$ cat src/rtl/least_loaded_server_dispatch_macros.svh
// ---------------------------------------------------------------------------
// Assertion macros for the least-loaded server dispatcher.
// Both macros sample on clk_i and are disabled while rst_ni is low.
// ---------------------------------------------------------------------------
`ifndef LEAST_LOADED_SERVER_DISPATCH_MACROS_SVH
`define LEAST_LOADED_SERVER_DISPATCH_MACROS_SVH

// Same-cycle implication
`define LLSD_ASSERT_IMP(lbl, ante, cons, msg) \
  lbl: assert property (@(posedge clk_i) disable iff (!rst_ni) (ante) |-> (cons)) \
    else $error(msg);

// Next-cycle implication
`define LLSD_ASSERT_NXT(lbl, ante, cons, msg) \
  lbl: assert property (@(posedge clk_i) disable iff (!rst_ni) (ante) |=> (cons)) \
    else $error(msg);

`endif

$ cat src/rtl/llsd_pkg.sv
// ---------------------------------------------------------------------------
// llsd_pkg
// Shared constants, types and pointer helpers for the dispatcher.
// ---------------------------------------------------------------------------
`timescale 1ns / 1ps
`default_nettype none

package llsd_pkg;

  localparam int unsigned MAX_SERVERS   = 16;
  localparam int unsigned PENDING_DEPTH = 16;
  localparam int unsigned ARR_W  = 32;
  localparam int unsigned TIME_W = 33;
  localparam int unsigned CFG_W  = 5;
  localparam int unsigned SRV_W  = (MAX_SERVERS > 1) ? $clog2(MAX_SERVERS) : 1;
  localparam int unsigned CNT_W  = $clog2(PENDING_DEPTH + 1);
  localparam int unsigned PTR_W  = $clog2(PENDING_DEPTH);

  localparam logic [CFG_W-1:0] SERVERS_RESET = CFG_W'(16);

  // Best server seen so far, handed down the cell row
  typedef struct packed {
    logic [SRV_W-1:0]  idx;
    logic [CNT_W-1:0]  count;
    logic [TIME_W-1:0] last;
  } cand_t;

  // Broadcast control from the sequencer to every cell
  typedef struct packed {
    logic              clear;
    logic              retire;
    logic              commit;
    logic [CFG_W-1:0]  used;
    logic [SRV_W-1:0]  sel;
    logic [ARR_W-1:0]  arrival;
    logic [TIME_W-1:0] finish;
  } cell_ctrl_t;

  // Per-cell status back to the sequencer
  typedef struct packed {
    logic             pop;
    logic [CNT_W-1:0] count;
  } cell_stat_t;

  function automatic logic [PTR_W-1:0] next_ptr(input logic [PTR_W-1:0] p);
    return (p == PTR_W'(PENDING_DEPTH - 1)) ? '0 : p + PTR_W'(1);
  endfunction

  function automatic logic [PTR_W-1:0] prev_ptr(input logic [PTR_W-1:0] p);
    return (p == '0) ? PTR_W'(PENDING_DEPTH - 1) : p - PTR_W'(1);
  endfunction

endpackage

`default_nettype wire

$ cat src/rtl/llsd_cell.sv
// ---------------------------------------------------------------------------
// llsd_cell
// One server: last finish, pending FIFO with retirement, and one stage of
// the least-loaded search chain.
// ---------------------------------------------------------------------------
`timescale 1ns / 1ps
`default_nettype none

module llsd_cell (
  input  logic                     clk_i,
  input  logic                     rst_ni,
  input  logic [llsd_pkg::SRV_W-1:0] idx_i,
  input  llsd_pkg::cell_ctrl_t     ctrl_i,
  input  llsd_pkg::cand_t          cand_i,
  output llsd_pkg::cand_t          cand_o,
  output llsd_pkg::cell_stat_t     stat_o
);
  import llsd_pkg::*;

  logic [TIME_W-1:0] store_q [PENDING_DEPTH];
  logic [PTR_W-1:0]  head_q, tail_q;
  logic [CNT_W-1:0]  count_q;
  logic [TIME_W-1:0] last_q;
  cand_t             cand_q, cand_d;

  logic pop, sel, full, take_own;

  // Head retires when its finish is at or before the arrival
  assign pop  = ctrl_i.retire && (count_q != '0) &&
                (store_q[head_q] <= TIME_W'(ctrl_i.arrival));
  assign sel  = ctrl_i.commit && (ctrl_i.sel == idx_i);
  assign full = (count_q >= CNT_W'(PENDING_DEPTH));

  // FIFO control and last finish
  always_ff @(posedge clk_i or negedge rst_ni) begin
    if (!rst_ni) begin
      head_q  <= '0;
      tail_q  <= '0;
      count_q <= '0;
      last_q  <= '0;
    end else if (ctrl_i.clear) begin
      head_q  <= '0;
      tail_q  <= '0;
      count_q <= '0;
      last_q  <= '0;
    end else if (pop) begin
      head_q  <= next_ptr(head_q);
      count_q <= count_q - CNT_W'(1);
    end else if (sel) begin
      last_q <= ctrl_i.finish;
      if (!full) begin
        tail_q  <= next_ptr(tail_q);
        count_q <= count_q + CNT_W'(1);
      end
    end
  end

  // FIFO storage; a full store overwrites its newest entry
  always_ff @(posedge clk_i) begin
    if (sel) begin
      if (full) begin
        store_q[prev_ptr(tail_q)] <= ctrl_i.finish;
      end else begin
        store_q[tail_q] <= ctrl_i.finish;
      end
    end
  end

  // Search stage: strict compare keeps the lower index on a tie
  always_comb begin
    take_own = (idx_i == '0) ||
               ((CFG_W'(idx_i) < ctrl_i.used) && (count_q < cand_i.count));
    cand_d = cand_i;
    if (take_own) begin
      cand_d.idx   = idx_i;
      cand_d.count = count_q;
      cand_d.last  = last_q;
    end
  end

  always_ff @(posedge clk_i) begin
    cand_q <= cand_d;
  end

  assign cand_o       = cand_q;
  assign stat_o.pop   = pop;
  assign stat_o.count = count_q;

endmodule

`default_nettype wire

$ cat config.mk
export PLATFORM = sky130hd
export DESIGN_NAME = llsd_cell
export DESIGN_NICKNAME = d
export VERILOG_FILES = /design/src/rtl/least_loaded_server_dispatch_macros.svh /design/src/rtl/llsd_pkg.sv /design/src/rtl/llsd_cell.sv
export SDC_FILE = /design/constraint.sdc
export NUM_CORES = 1
export LEC_CHECK = 0
export BUFFER_PORTS_ARGS = -buffer_cell sky130_fd_sc_hd__buf_2
export CAP_MARGIN = 20
export CORE_MARGIN = 3
export CORE_UTILIZATION = 40
export DETAILED_ROUTE_END_ITERATION = 7
export HOLD_SLACK_MARGIN = 0.15
export PLACE_DENSITY = 0.68
export SLEW_MARGIN = 20
export SYNTH_ARGS = -nofsm -noshare
export SYNTH_HDL_FRONTEND = slang
export SYNTH_SLANG_ARGS = --single-unit
$ cat constraint.sdc
create_clock -name clk_i -period 5.8 [get_ports clk_i]
set_clock_uncertainty 0.15 [all_clocks]
set_input_delay 0.58 -clock clk_i [delete_from_list [all_inputs] [get_ports clk_i]]
set_output_delay 0.58 -clock clk_i [all_outputs]
set_load 0.1 [all_outputs]
# --- Word-level counts from Yosys, hierarchy flattened ---
# Memories as Yosys holds them, arrays and structs flattened.
# Cells that the tools add are included.
word_totals:
  ff_bits: 88
  ram_bits: 528
  inputBits: 125
  out_inout_bits: 48
  wordCells: 64
  n_memories: 1
classes:
  n_addsub: 5
  n_lt_le_gt_ge: 4
  n_eq_ne: 6
  muxes: 26
  reduce_logical: 15
mem_list:
  columns: ["memory", "words", "width", "rd", "rd_clocked_by_memory_dff", "write_ports", "line", "text"]
  rows:
  - ["store_q", 16, 33, 1, 0, 1, "llsd_cell.sv:20", "logic [TIME_W-1:0] store_q [PENDING_DEPTH];"]
op_table:
  columns: ["operator", "n"]
  rows:
  - ["$mux W33", 4]
  - ["$mux W42", 1]
  - ["$mux W4", 10]
  - ["$le A33 B32 Y1", 1]
  - ["$reduce_or A33 Y1", 1]
  - ["$mux W5", 4]
  - ["$add A4 B1 Y4 const B", 2]
  - ["$eq A4 B4 Y1 const B", 2]
  - ["$logic_not A4 Y1", 2]
  - ["$mux W1", 7]
  - ["$add A5 B1 Y5 const B", 1]
  - ["$ge A5 B5 Y1 const B", 1]
  - ["$lt A4 B5 Y1", 1]
  - ["$lt A5 B5 Y1", 1]
  - ["$reduce_bool A5 Y1", 1]
  - ["$sub A5 B1 Y5 const B", 1]
  - ["$eq A4 B4 Y1", 1]
  - ["$logic_and A1 B1 Y1", 4]
  - ["$ne A2 B2 Y1 const B", 2]
  - ["$reduce_and A2 Y1", 2]
  - ["$reduce_bool A2 Y1", 2]
  - ["$sub A4 B1 Y4 const B", 1]
  - ["$ne A3 B3 Y1 const B", 1]
  - ["$reduce_and A3 Y1", 1]
  - ["other kinds (2)", 2]

# --- Depth between registers and ports, before layout ---
logic_depth:
  word_depth: 6
  mapped_depth: 23
  depth_no_buf: 19

# --- Least setup slack after synthesis ---
# No wires, ideal clock.
synth_timing:
  path_type: "register to register"
  start: "reg head_q[0]"
  end: "reg count_q[4]"
  setup_time_ns: 0.125
  arrival_ns: 5.363
  required_time_ns: 5.525
  slack_ns: 0.161
  path_stages_with_launch: 22
  path_buffers: 5
  period_less_slack_ns: 5.639
  cell_sequence: "dfrtp_1 > buf_2 > clkbuf_1 > buf_1 > buf_1 > mux2i_1 > a21oi_1 > a22oi_1 > nand2_1 > ha_1 > nand4_1 > nor4_1 > a221oi_1 > a211oi_1 > nor3_2 > buf_2 > ha_1 > nor2b_1 > o21ai_0 > nand2b_1 > and3_1 > a2111oi_0"
synth_between:
  elab_chain_cells: 5
  word_cells_on_any_way: 8
  cone_classes: "1 x order compare; 1 x eq/ne; 2 x mux; 3 x reduce/logical; 1 x memory"
synth_lines:
  columns: ["element", "line", "text"]
  rows:
  - ["from (decl)", "llsd_cell.sv:21", "logic [PTR_W-1:0] head_q, tail_q;"]
  - ["from (signal assigned)", "llsd_cell.sv:47", "head_q <= next_ptr(head_q);"]
  - ["$mem_v2 Z16 W33 *", null, null]
  - ["$le A33 B32 Y1 *", "llsd_cell.sv:30", "(store_q[head_q] <= TIME_W'(ctrl_i.arrival));"]
  - ["$logic_and A1 B1 Y1 *", "llsd_cell.sv:29", "assign pop = ctrl_i.retire && (count_q != '0) &&"]
  - ["net pop", "llsd_cell.sv:26", "logic pop, sel, full, take_own;"]
  - ["$ne A3 B3 Y1 (no line), or another cell as far along", null, null]
  - ["$reduce_and A2 Y1 (no line) / $mux W5 (equally long branches)", null, null]
  - ["to (signal assigned)", "llsd_cell.sv:48", "count_q <= count_q - CNT_W'(1);"]
  - ["to (signal assigned)", "llsd_cell.sv:53", "count_q <= count_q + CNT_W'(1);"]
  - ["to (decl)", "llsd_cell.sv:22", "logic [CNT_W-1:0] count_q;"]
# Mark *: on every way through the listed nets, which the timed path passes. The rest lies on a longest branch.
# A chain may end at the register's enable or synchronous reset.

==> impl_metrics.sql <==
INSERT INTO impl_metrics (metric_group, metric, value, unit) VALUES
('routing', 'drt_iter0_drc', '1429', ''),
('clock_tree', 'root_buffer', 'sky130_fd_sc_hd__clkbuf_16', ''),
('routing', 'detail_route.wirelength', '60100', 'um'),
('power', 'power_switching', '2.158', 'mW'),
('timing', 'setup_viol', '0', ''),
('worst_setup_path', 'cp_bufs_invs', '3', ''),
('routing', 'postRouteAntennaNets', '0', ''),
('logic_synthesis', 'synth-edff-count', '528', ''),
('grt', 'largest_net_degree_at_the_start_of_global_routing', '55', ''),
('worst_setup_path', 'critical_path.reg2reg.startpoint', 'head_q[0]', ''),
('worst_setup_path', 'r2r.worst_path.cells', '18', ''),
('logic_synthesis', 'main_combinational_cell_family_by_area_after_synthesis', 'multiplexers', ''),
('logic_synthesis', 'synth-main-ff-cell', 'sky130_fd_sc_hd__edfxtp_1', ''),
('power', 'power_density', '325.0', 'nW/um2'),
('routing', 'vias', '14030', ''),
('worst_setup_path', 'crit_path_top_delay_cell', 'sky130_fd_sc_hd__a31oi_1', ''),
('place', 'routability_driven_placement_congestion_ratio', '0.7899', ''),
('logic_synthesis', 'synthXorXnorAreaFrac', '0.2459', '%'),
('routing', 'via_per_inst', '5.378', ''),
('worst_setup_path', 'critical_path.startpoint_type', 'register', ''),
('power', 'ir_drop', '0.2479', 'mV'),
('die', 'std_cell_rows', '90', ''),
('worst_setup_path', 'worst_ep_required_time', '5.07', 'ns'),
('timing', 'final_period_minus_worst_setup_slack', '5.497', 'ns'),
('clock_tree', 'cts.reportedPaths.clkPinSlew', '0.07', 'ns'),
('routing', 'first_pass_iters', '5', ''),
('clock_tree', 'postCtsSetupRepairBufs', '0', ''),
('status', 'outcome', 'finished, final reports clean', ''),
('die', 'core_region_area', '61030', 'um2'),
('cells_and_area', 'final_core_utilization', '48.87', '%'),
('worst_setup_path', 'crit_chain', 'buf_12 -> mux2_2 -> o21ai_0 -> a21oi_1 -> a22oi_1 -> nand2_1 -> ha_1 -> nand4_1 -> nor3_1 -> o311ai_0 -> a31oi_1 -> nor3_2 -> buf_4 -> buf_12', ''),
('worst_setup_path', 'cp_slowest_stage_delay', '0.70', 'ns'),
('timing', 'max_transition_viols_final', '0', ''),
('clock_tree', 'clockBufferDepth', '3', ''),
('die', 'ioPinCount', '173', ''),
('power', 'clock_power_share', '44.2', '%'),
('logic_synthesis', 'synth_compound_gate_area_share', '5.660', '%'),
('place', 'port_buffers', '172', ''),
('power', 'power_frac_seq', '50.1', '%'),
('timing', 'max_clock_freq', '0.1819', 'GHz'),
('place', 'post-place-ws', '0.1660', 'ns'),
('logic_synthesis', 'netlist_instances', '1468', ''),
('run', 'max_cap_viol_count', '0', ''),
('worst_setup_path', 'cp-endpoint', 'stat_o[5]', ''),
('power', 'power_switching_share', '22.27', '%'),
('power', 'cellInternalPower', '7.534', 'mW'),
('routing', 'drc_errors', '0', ''),
('worst_setup_path', 'worst_path_dominant_cell_family', 'compound AO/OA/AOI/OAI gates', ''),
('worst_setup_path', 'arrival', '4.77', 'ns'),
('worst_setup_path', 'criticalPathCategory', 'reg -> out', ''),
('logic_synthesis', 'synth_area_per_cell', '16.99', 'um2'),
('worst_setup_path', 'max_fo_critical_path', '54', ''),
('worst_setup_path', 'r2r-end', 'count_q[4]', ''),
('logic_synthesis', 'cell_area_synth', '24940', 'um2'),
('timing', 'finalHoldViolations', '0', ''),
('worst_setup_path', 'setup.worst_path.start', 'head_q[0]', ''),
('worst_setup_path', 'setup.worst_path.end_class', 'output port', ''),
('place', 'number_of_placed_instances_with_taps_included', '2441', ''),
('logic_synthesis', 'synth-adder-area-share', '2.388', '%'),
('logic_synthesis', 'ys_ff_latch', '616', ''),
('logic_synthesis', 'yosysWarningCount', '0', ''),
('timing', 'slew_headroom', '37.28', '%'),
('die', 'die_area', '65370', 'um2'),
('logic_synthesis', 'net_count_after_synthesis', '1640', ''),
('place', 'hpwlAfterDp', '35470', 'um'),
('cells_and_area', 'finalInstanceArea', '29820', 'um2'),
('clock_tree', 'cts_max_level', '3', ''),
('grt', 'grt_util_all_layers', '18.31', '%'),
('die', 'die_width', '255.7', 'um'),
('clock_tree', 'clk_latency', '0.61', 'ns'),
('timing', 'finalWorstSetupSlack', '0.3032', 'ns');
[layer usage]
layer | global-route usage [%] | share of wire [%] | routed length, um | vias to the layer above
li1 | - | - | - | 6303
met1 | 24.94 | 43 | 25670 | 7090
met2 | 29.97 | 48 | 28740 | 549
met3 | 4.076 | 7.6 | 4555 | 85
met4 | 4.736 | 1.9 | 1126 | 0
met5 | 0 | 0 | 0 | -
[placed cells by master (no fill, tap or decap), types with 3 or more instances in the layout]
master                            n
sky130_fd_sc_hd__nor2_1          54
sky130_fd_sc_hd__mux2i_1        143
sky130_fd_sc_hd__clkinv_2        11
sky130_fd_sc_hd__inv_1           52
sky130_fd_sc_hd__clkbuf_16       67
sky130_fd_sc_hd__o21a_1           3
sky130_fd_sc_hd__bufinv_16        8
sky130_fd_sc_hd__dfrtp_1         43
sky130_fd_sc_hd__a21oi_1         55
sky130_fd_sc_hd__buf_12           7
sky130_fd_sc_hd__xnor2_1          4
sky130_fd_sc_hd__or3_1            3
sky130_fd_sc_hd__buf_4           38
sky130_fd_sc_hd__nor4_1           4
sky130_fd_sc_hd__clkbuf_1        11
sky130_fd_sc_hd__dfxtp_1         42
sky130_fd_sc_hd__nand4_1          8
sky130_fd_sc_hd__xor2_1           3
sky130_fd_sc_hd__clkinv_8         3
sky130_fd_sc_hd__a21o_1           8
sky130_fd_sc_hd__nand2b_1         7
sky130_fd_sc_hd__nor3_1           7
sky130_fd_sc_hd__dlygate4sd3_1   47
sky130_fd_sc_hd__nor2_4          12
sky130_fd_sc_hd__nand2_1         62
sky130_fd_sc_hd__clkinv_1        10
sky130_fd_sc_hd__edfxtp_1       528
sky130_fd_sc_hd__a22oi_1         31
sky130_fd_sc_hd__nand3_1          5
sky130_fd_sc_hd__a221oi_1        34
sky130_fd_sc_hd__ha_1            46
sky130_fd_sc_hd__mux2_2          64
sky130_fd_sc_hd__mux4_2          69
sky130_fd_sc_hd__nor2b_4          5
sky130_fd_sc_hd__a31oi_1          3
sky130_fd_sc_hd__o21ai_0         62
sky130_fd_sc_hd__buf_2          171
[state kept, by name, summed over array words and instances, names as in the netlist]
register  count
store_q     528
count_q       5
head_q        4
tail_q        4
cand_o       42
last_q       33
[power by group through the flow]
stage | logic [mW] | registers, mW | clock network [mW]
floorplan | 0.154 | 5.13 | 0
global placement | 0.515 | 4.95 | 0
detailed placement | 0.526 | 4.95 | 0
CTS | 0.553 | 4.85 | 4.37
global route | 0.587 | 4.85 | 4.55
finish | 0.549 | 4.85 | 4.29
[Yosys cell counts (2+ instances only)]
library cell / count / area share, %
sky130_fd_sc_hd__o22ai_1: 2 / 0.050
sky130_fd_sc_hd__xor2_1: 3 / 0.11
sky130_fd_sc_hd__or3_1: 3 / 0.075
sky130_fd_sc_hd__inv_1: 52 / 0.78
sky130_fd_sc_hd__mux4_2: 69 / 6.2
sky130_fd_sc_hd__dfrtp_1: 46 / 4.6
sky130_fd_sc_hd__xnor2_1: 4 / 0.14
sky130_fd_sc_hd__mux2i_1: 143 / 5.7
sky130_fd_sc_hd__nand2b_1: 7 / 0.18
sky130_fd_sc_hd__a21oi_1: 55 / 1.1
sky130_fd_sc_hd__nor3_1: 7 / 0.14
sky130_fd_sc_hd__nand2_1: 62 / 0.93
sky130_fd_sc_hd__clkbuf_1: 49 / 0.74
sky130_fd_sc_hd__o21a_1: 3 / 0.090
sky130_fd_sc_hd__edfxtp_1: 528 / 64
sky130_fd_sc_hd__a211oi_1: 2 / 0.060
sky130_fd_sc_hd__a22oi_1: 31 / 0.93
sky130_fd_sc_hd__a41oi_1: 2 / 0.070
sky130_fd_sc_hd__nand4_1: 8 / 0.20
sky130_fd_sc_hd__a31o_2: 2 / 0.070
sky130_fd_sc_hd__a221oi_1: 34 / 1.2
sky130_fd_sc_hd__mux2_2: 64 / 2.9
sky130_fd_sc_hd__buf_2: 2 / 0.040
sky130_fd_sc_hd__nor2_1: 66 / 0.99
sky130_fd_sc_hd__a31oi_1: 3 / 0.075
sky130_fd_sc_hd__nor2b_1: 7 / 0.18
sky130_fd_sc_hd__nand3_1: 5 / 0.10
sky130_fd_sc_hd__o21ai_0: 62 / 1.2
sky130_fd_sc_hd__buf_6: 3 / 0.14
sky130_fd_sc_hd__dfxtp_1: 42 / 3.4
sky130_fd_sc_hd__ha_1: 46 / 2.3
sky130_fd_sc_hd__a21o_1: 8 / 0.24
sky130_fd_sc_hd__nor4_1: 5 / 0.13
sky130_fd_sc_hd__buf_1: 17 / 0.26
sky130_fd_sc_hd__and3_1: 2 / 0.050
[how the worst min path moves through the flow]
stage | startpoint | endpoint | slack [ns] | cells past startpoint
5_1_grt | ctrl_i[4] | store_q[6][4] | 0.20 | 1
6_report | ctrl_i[31] | store_q[5][31] | 0.21 | 1
2_1_floorplan | rst_ni | count_q[0] | 0.13 | 0
3_5_place_dp | last_q[23] | cand_o[23] | 0.34 | 1
3_3_place_gp | last_q[30] | cand_o[30] | 0.33 | 1
4_1_cts | ctrl_i[31] | store_q[6][31] | 0.18 | 1
[cell type report]
cell class                 count  area (um2)
antenna                        1       2.502
multi-input combinational    728        6743
sequential                   616       17850
timing repair buffer         264        1763
tap                          828        1036
fill                        5100       31210
clock inverter                40       500.5
clock buffer                  79        1732
inverter                      52       195.2
[through the flow]
step	TNS, ns	power (mW)	hold WS [ns]
after floorplan	0	5.285	0.1344
after global placement	0	5.461	0.3323
after detailed placement	0	5.473	0.3423
after CTS	0	9.776	0.1793
after global routing	-0.04079	9.990	0.2046
final	0	9.692	0.2147
[what timing repair did]
item	4_1_cts	5_1_grt
resized for setup	0	3
setup endpoints to repair	0	3
hold buffers	47	0
hold endpoints to repair	88	0
[cell families (layout without fill, tap and decap cells)]
logic type | after synthesis | count (layout)
flip-flops | 616 | 616
multiplexers | 277 | 277
AO/OA/AOI/OAI | 217 | 217
AND/OR/NAND/NOR | 180 | 180
buffers and inverters | 124 | 435
adder cells (fa/ha/maj) | 47 | 47
XOR/XNOR | 7 | 7
other | 0 | 1
Note: power is estimated with default switching activity, not from simulation.
